==> config.mk <==
export PLATFORM = sky130hd
export DESIGN_NAME = crc16_packet_deframer
export DESIGN_NICKNAME = d
export VERILOG_FILES = /design/src/hdl/crcdf_pkg.sv /design/src/hdl/crc16_packet_deframer.sv
export SDC_FILE = /design/constraint.sdc
export NUM_CORES = 1
export LEC_CHECK = 0
export ABC_AREA = 1
export BUFFER_PORTS_ARGS = -buffer_cell sky130_fd_sc_hd__buf_2
export CAP_MARGIN = 20
export CORE_MARGIN = 8
export CORE_UTILIZATION = 55
export DETAILED_ROUTE_END_ITERATION = 12
export HOLD_SLACK_MARGIN = 0.05
export PLACE_DENSITY = 0.89
export SLEW_MARGIN = 15
export SYNTH_ARGS = -nofsm -noshare
export SYNTH_HDL_FRONTEND = slang
export SYNTH_SLANG_ARGS = --single-unit
==> constraint.sdc <==
create_clock -name clk -period 3.02 [get_ports clk]
set_input_delay 0 -clock clk [delete_from_list [all_inputs] [get_ports clk]]
set_output_delay 0 -clock clk [all_outputs]
set_load 0.03 [all_outputs]
==> src/hdl/crcdf_pkg.sv <==
`timescale 1ns / 1ps
// ----------------------------------------------------------------------------
// crcdf_pkg: shared definitions for the CRC-16 packet deframer
// Sync byte values, frame phase codes, result event codes, stream widths and
// the byte-wide MSB-first CRC-16 update.
// ----------------------------------------------------------------------------
package crcdf_pkg;

  localparam logic [7:0] SYNC_FIRST  = 8'h21;  // '!'
  localparam logic [7:0] SYNC_SECOND = 8'h24;  // '$'
  localparam logic [15:0] CRC_TOP_BIT = 16'h8000;

  localparam logic [15:0] POLY_RESET = 16'h1021;
  localparam logic [15:0] INIT_RESET = 16'hFFFF;

  // Configuration register indexes.
  localparam logic REG_POLY = 1'b0;
  localparam logic REG_INIT = 1'b1;

  // Frame phases.
  localparam logic [2:0] PH_HUNT    = 3'd0;
  localparam logic [2:0] PH_SYNC2   = 3'd1;
  localparam logic [2:0] PH_LEN     = 3'd2;
  localparam logic [2:0] PH_DEV     = 3'd3;
  localparam logic [2:0] PH_MSG     = 3'd4;
  localparam logic [2:0] PH_PAYLOAD = 3'd5;
  localparam logic [2:0] PH_CHK_LO  = 3'd6;
  localparam logic [2:0] PH_CHK_HI  = 3'd7;

  // Result event codes.
  localparam logic [1:0] EV_NONE     = 2'd0;
  localparam logic [1:0] EV_PAYLOAD  = 2'd1;
  localparam logic [1:0] EV_GOOD     = 2'd2;
  localparam logic [1:0] EV_BAD_CRC  = 2'd3;

  localparam int OUT_DATA_W = 40;

  // Fold one byte into the running CRC, most significant bit first.
  function automatic logic [15:0] crc_fold(input logic [15:0] crc_in,
                                           input logic [7:0]  data,
                                           input logic [15:0] poly);
    logic [15:0] c;
    c = crc_in ^ {data, 8'h00};
    for (int k = 0; k < 8; k++) begin
      if ((c & CRC_TOP_BIT) != 16'h0000) begin
        c = {c[14:0], 1'b0} ^ poly;
      end else begin
        c = {c[14:0], 1'b0};
      end
    end
    return c;
  endfunction

endpackage

==> src/hdl/crc16_packet_deframer.sv <==
`timescale 1ns / 1ps
// ----------------------------------------------------------------------------
// crc16_packet_deframer: CRC-16 checked packet deframer
// Hunts for the "!$" sync pair, parses length, device id and message id,
// passes payload bytes through and checks the trailing little-endian CRC-16.
// ----------------------------------------------------------------------------
// Usage:
// Received bytes enter on the s_axis channel, one item per byte. Every
// accepted byte produces exactly one item on the m_axis channel: its tuser
// carries the event (nothing, payload byte, good frame, bad-CRC frame) and
// its tdata carries the payload byte, its index and the header fields.
// The frame state and the CRC update sit in one short combinational path
// between the frame state registers and the output register, so the result
// for a byte appears on m_axis in the cycle after it is accepted, and the block
// takes one byte every cycle as long as the output is drained.
// s_axis_tready is high whenever the output register is empty or is being
// taken in the same cycle; when the receiver stalls, the result waits in
// the output register and input stops after that single item.
// The polynomial and initial value are written through the cfg port; the user
// must do so only while no frame is in flight, as the block does not enforce it.
// Reset (rst, synchronous) returns the deframer to hunting, empties the output
// register and restores polynomial 0x1021 and initial value 0xFFFF.
// ----------------------------------------------------------------------------
module crc16_packet_deframer
  import crcdf_pkg::*;
(
  input  logic                  clk,
  input  logic                  rst,
  // Configuration write port.
  input  logic                  cfg_we,
  input  logic                  cfg_index,
  input  logic [15:0]           cfg_data,
  // Received bytes. tdata: rx_byte[7:0].
  input  logic                  s_axis_tvalid,
  output logic                  s_axis_tready,
  input  logic [7:0]            s_axis_tdata,
  // Results. tdata: data_byte[7:0], byte_index[15:8], frame_length[23:16],
  // node_id[31:24], message_id[39:32]. tuser: event_res[1:0].
  output logic                  m_axis_tvalid,
  input  logic                  m_axis_tready,
  output logic [OUT_DATA_W-1:0] m_axis_tdata,
  output logic [1:0]            m_axis_tuser
);

  // Configuration registers.
  logic [15:0] crc_polynomial;
  logic [15:0] crc_initial;

  // Frame state.
  logic [2:0]  phase, phase_next;
  logic [15:0] running_crc, running_crc_next;
  logic [7:0]  payload_count, payload_count_next;
  logic [7:0]  length_seen, length_seen_next;
  logic [7:0]  device_seen, device_seen_next;
  logic [7:0]  message_seen, message_seen_next;
  logic [7:0]  check_low, check_low_next;

  // Result fields for the byte now on the input.
  logic [1:0]  ev;
  logic [7:0]  res_data;
  logic [7:0]  res_index;
  logic        hdr;
  logic [15:0] crc_folded;
  logic        accept;

  assign s_axis_tready = !m_axis_tvalid || m_axis_tready;
  assign accept        = s_axis_tvalid && s_axis_tready;

  // One CRC unit serves every phase; each phase decides whether to keep it.
  assign crc_folded = crc_fold((phase == PH_HUNT) ? crc_initial : running_crc,
                               s_axis_tdata, crc_polynomial);

  always_comb begin
    phase_next         = phase;
    running_crc_next   = running_crc;
    payload_count_next = payload_count;
    length_seen_next   = length_seen;
    device_seen_next   = device_seen;
    message_seen_next  = message_seen;
    check_low_next     = check_low;
    ev                 = EV_NONE;
    res_data           = 8'h00;
    res_index          = 8'h00;
    hdr                = 1'b0;
    unique case (phase)
      PH_HUNT: begin
        payload_count_next = 8'h00;
        if (s_axis_tdata == SYNC_FIRST) begin
          running_crc_next = crc_folded;
          phase_next       = PH_SYNC2;
        end
      end
      PH_SYNC2: begin
        // A wrong second byte is dropped, not retried as a first sync byte.
        if (s_axis_tdata == SYNC_SECOND) begin
          running_crc_next = crc_folded;
          phase_next       = PH_LEN;
        end else begin
          phase_next = PH_HUNT;
        end
      end
      PH_LEN: begin
        length_seen_next = s_axis_tdata;
        running_crc_next = crc_folded;
        phase_next       = PH_DEV;
      end
      PH_DEV: begin
        device_seen_next = s_axis_tdata;
        running_crc_next = crc_folded;
        phase_next       = PH_MSG;
      end
      PH_MSG: begin
        message_seen_next  = s_axis_tdata;
        running_crc_next   = crc_folded;
        payload_count_next = 8'h00;
        phase_next         = (length_seen == 8'h00) ? PH_CHK_LO : PH_PAYLOAD;
      end
      PH_PAYLOAD: begin
        if (payload_count < length_seen) begin
          running_crc_next   = crc_folded;
          ev                 = EV_PAYLOAD;
          res_data           = s_axis_tdata;
          res_index          = payload_count;
          hdr                = 1'b1;
          payload_count_next = payload_count + 8'd1;
          if (payload_count_next >= length_seen) begin
            phase_next = PH_CHK_LO;
          end
        end else begin
          check_low_next = s_axis_tdata;
          phase_next     = PH_CHK_HI;
        end
      end
      PH_CHK_LO: begin
        check_low_next = s_axis_tdata;
        phase_next     = PH_CHK_HI;
      end
      PH_CHK_HI: begin
        ev         = ({s_axis_tdata, check_low} == running_crc) ? EV_GOOD : EV_BAD_CRC;
        hdr        = 1'b1;
        phase_next = PH_HUNT;
      end
    endcase
  end

  always_ff @(posedge clk) begin
    if (rst) begin
      crc_polynomial <= POLY_RESET;
      crc_initial    <= INIT_RESET;
    end else if (cfg_we) begin
      unique case (cfg_index)
        REG_POLY: crc_polynomial <= cfg_data;
        REG_INIT: crc_initial    <= cfg_data;
      endcase
    end
  end

  always_ff @(posedge clk) begin
    if (rst) begin
      phase         <= PH_HUNT;
      running_crc   <= 16'h0000;
      payload_count <= 8'h00;
      length_seen   <= 8'h00;
      device_seen   <= 8'h00;
      message_seen  <= 8'h00;
      check_low     <= 8'h00;
    end else if (accept) begin
      phase         <= phase_next;
      running_crc   <= running_crc_next;
      payload_count <= payload_count_next;
      length_seen   <= length_seen_next;
      device_seen   <= device_seen_next;
      message_seen  <= message_seen_next;
      check_low     <= check_low_next;
    end
  end

  // Output register: loads on every accepted byte, empties when taken.
  always_ff @(posedge clk) begin
    if (rst) begin
      m_axis_tvalid <= 1'b0;
    end else if (accept) begin
      m_axis_tvalid <= 1'b1;
    end else if (m_axis_tready) begin
      m_axis_tvalid <= 1'b0;
    end
  end

  always_ff @(posedge clk) begin
    if (accept) begin
      m_axis_tuser <= ev;
      m_axis_tdata <= {hdr ? message_seen : 8'h00,
                       hdr ? device_seen  : 8'h00,
                       hdr ? length_seen  : 8'h00,
                       res_index,
                       res_data};
    end
  end

`ifndef ASSERT_OFF
  // A passed-through payload byte always lies inside the announced length.
  a_index_in_frame: assert property (@(posedge clk) disable iff (rst)
    m_axis_tvalid && m_axis_tuser == EV_PAYLOAD |->
      m_axis_tdata[15:8] < m_axis_tdata[23:16])
    else $error("payload byte index outside frame length");

  // The payload phase is only entered with bytes still owed.
  a_payload_owed: assert property (@(posedge clk) disable iff (rst)
    phase == PH_PAYLOAD |-> payload_count < length_seen)
    else $error("payload phase with no bytes owed");

  // A byte taken while hunting never yields an event.
  a_hunt_quiet: assert property (@(posedge clk) disable iff (rst)
    accept && phase == PH_HUNT |=> m_axis_tvalid && m_axis_tuser == EV_NONE)
    else $error("event reported while hunting");

  // The high check byte closes the frame with a verdict and resumes hunting.
  a_frame_close: assert property (@(posedge clk) disable iff (rst)
    accept && phase == PH_CHK_HI |=>
      phase == PH_HUNT && (m_axis_tuser == EV_GOOD || m_axis_tuser == EV_BAD_CRC))
    else $error("frame not closed after check bytes");
`endif

endmodule

==> results.toml <==
[synth]
yosys_warnings = 0
syn_area_sq_um = 8310
synth_area_leaders = "dfxtp_1, edfxtp_1, nand2_1"
synth_seq_cells = 134
ys_seq_area_frac = 0.373
synth.avg_cell_area_sq_um = 7.12
ys_types = 41
yosysTopAreaCell = "dfxtp_1"
yosysTopAreaCellShare = 0.222
postSynthCellCount = 1167
syn_nets = 1214

[pwr]
p_seq_frac = 0.273
p_leak_nw = 4.79
p_int_mw = 4.33
max-vdd-ir-drop_uv = 377
p_sw_frac = 0.399
p_per_area_nw_per_um2 = 668
clkPwrFrac = 0.271
switching_power_mw = 2.88
power_frac_comb = 0.456

[sta]
fin_crit_ns = 3.59
worst_pin_slew_ns = 0.863
timing.final.ws_setup_ns = -0.570
skew_ns = 0.0153
setup_viol_count_final = 16
grt_setup_unrepaired = "true"
fmax_mhz = 279
tns_ns = -8.31
timing.slew.headroom = 0.424
maxSlewViolCount = 0
hold_viol_final = 0
fin_crit_sh = 1.19

[clock_network]
clkTransAtPathRegs_ns = 0.07
htreeDepth = 4
cts_max_path_buffers = 2
cts_made_buffers = 17
root_buffer = "clkbuf_16"
cts_tree = "done"
clock-sinks = 134
clk_latency_ns = 0.43

[final_layout]
most-common-layout-cells = "nand2_1, inv_1, nand3_1"
fin_util = 0.720
antenna_cells = 0
layout.nets = 1355
area_delta_synth_final_pct = 29.7
final_common_cell = "nand2_1"
drive_gt1_frac = 0.221

[drt]
drt_iter0_drc = 1131
first_pass_iters = 7
routedWlPerCell_um = 18.3
routed_wl_um = 27600
vias = 8889
drt_drc_violations_left = 0
drtAntennaViolNets = 0
vias_per_cell = 5.89

[run_status]
status = "finished, violations left"
violations = "negative setup slack"

[floorplanning]
io_pins = 74
rows = 45
chipHeight_um = 139
initial_core_util = 0.555
die_x_um = 139
core-area_sq_um = 15000
dieArea_sq_um = 19300

[critical_path]
critPathMaxFanout = 8
required_ns = 3.35
worstPathArrival_ns = 3.92
end_kind = "register"
critPathTopFamily = "simple AND/OR/NAND/NOR gates"
cp_slowest_stage_delay_ns = 0.34
crit_buf_inv = 6
cp_slowest_cell = "dfxtp_2"
cp-start-kind = "register"
crit_type = "reg2reg"
worst_path_most_repeated_cell = "nand2_4"

[grt]
antenna_found_initial = 0
grt_pass1_wl_um = 41800
overflow = 0
globalRouteTotalUtil = 0.266
grt_max_degree = 49
first_global_vias = 8431

[worst_hold_path]
hp-class = "in2reg"

[placement]
globalplace.congestion = 0.971
hpwl_um = 16900
io_buffers = 73

[job]
max_cap_viol_count = 0
## logic make-up after synthesis
group,Yosys count,synth area share
buffers and inverters,219,0.111
and+or+nand+nor,537,0.282
DFF,134,0.373
adders and majority gates,17,0.0256
xor gates and xnor gates,89,0.0947
AOI/OAI and AO/OA,171,0.113
## per-stage QoR
step                      setup WS [ns]  std cells  cell area [sq um]  power, mW  hold WS (ns)
after floorplan                  0.0128       1167               8310       3.90         0.113
after global placement           -0.204       1434               9130       4.40         0.210
after detailed placement         -0.377       1434               9130       4.47         0.216
after CTS                        -0.243       1503              10500       6.78        0.0949
after global routing             -0.742       1509              10800       7.51         0.156
final                            -0.570       1509              10800       7.21         0.108
## what timing repair did
item | in CTS | in global routing
cloned | 3 | 2
hold endpoints to repair | 56 | 0
gates resized for setup | 83 | 61
setup buffers | 5 | 4
endpoints found under the setup margin | 16 | 16
pin swaps | 40 | 46
hold buffers | 30 | 0
## power groups by stage
stage,registers (mW),logic [mW],clock network (mW)
after CTS,1.97,2.89,1.92
final,1.97,3.29,1.95
after detailed placement,2.00,2.47,0
after floorplan,2.04,1.86,0
after global routing,1.97,3.51,2.02
after global placement,2.00,2.40,0
## path summary, 6_finish.rpt
path | endpoint | depth (start not counted) | start | slack (ns)
worst max-delay path | running_crc[11] | 29 | phase[0] | -0.57
worst min-delay path | crc_polynomial[0] | 5 | cfg_we | 0.11
worst max register to register | running_crc[11] | 29 | phase[0] | -0.57
worst min register to register | message_seen[3] | 2 | message_seen[3] | 0.46
## synthesized netlist by cell type (all sizes together)
cell / number
o21bai: 1
o211ai: 14
a21oi: 69
clkbuf: 32
nor2: 104
edfxtp: 42
nor3: 6
o22ai: 2
or2: 1
xnor2: 51
ha: 17
nand3: 135
clkinv: 1
nand4: 5
xor2: 38
a211oi: 1
a221oi: 2
buf: 29
dfxtp: 92
nor4: 5
inv: 157
and3: 1
nand2: 280
o21ai: 70
o21a: 3
a21boi: 1
a22oi: 7
a2111oi: 1
## metal layers
metal | part of all wire | vias up | global-route usage
met1 | 0.36 | 4007 | 0.302
met2 | 0.47 | 677 | 0.450
met4 | 0.060 | 0 | 0.144
met5 | 0 | - | 0
li1 | - | 4027 | -
met3 | 0.11 | 178 | 0.0678
## registers in the layout, indices dropped and copies added (netlist names)
name	cells
m_axis_tdata	40
crc_initial	16
crc_polynomial	16
running_crc	16
check_low	8
device_seen	8
length_seen	8
message_seen	8
payload_count	8
phase	3
m_axis_tuser	2
m_axis_tvalid	1
## layout make-up
type / instances / area (sq um)
clock buffers: 20 / 437
clock inverters: 12 / 106
fillers: 990 / 4190
inverters: 158 / 593
multi-input cells: 818 / 4940
flip-flops and latches: 134 / 3110
well taps: 188 / 235
repair buffers: 179 / 1370
## worst register-to-register path, delay by kind of cell, from the launching register on
family | cells | cell delay, ns
flip-flops | 1 | 0.34
AND/OR/NAND/NOR | 23 | 2.58
buffers and inverters | 6 | 0.59
(Power assumes the default switching activity.)
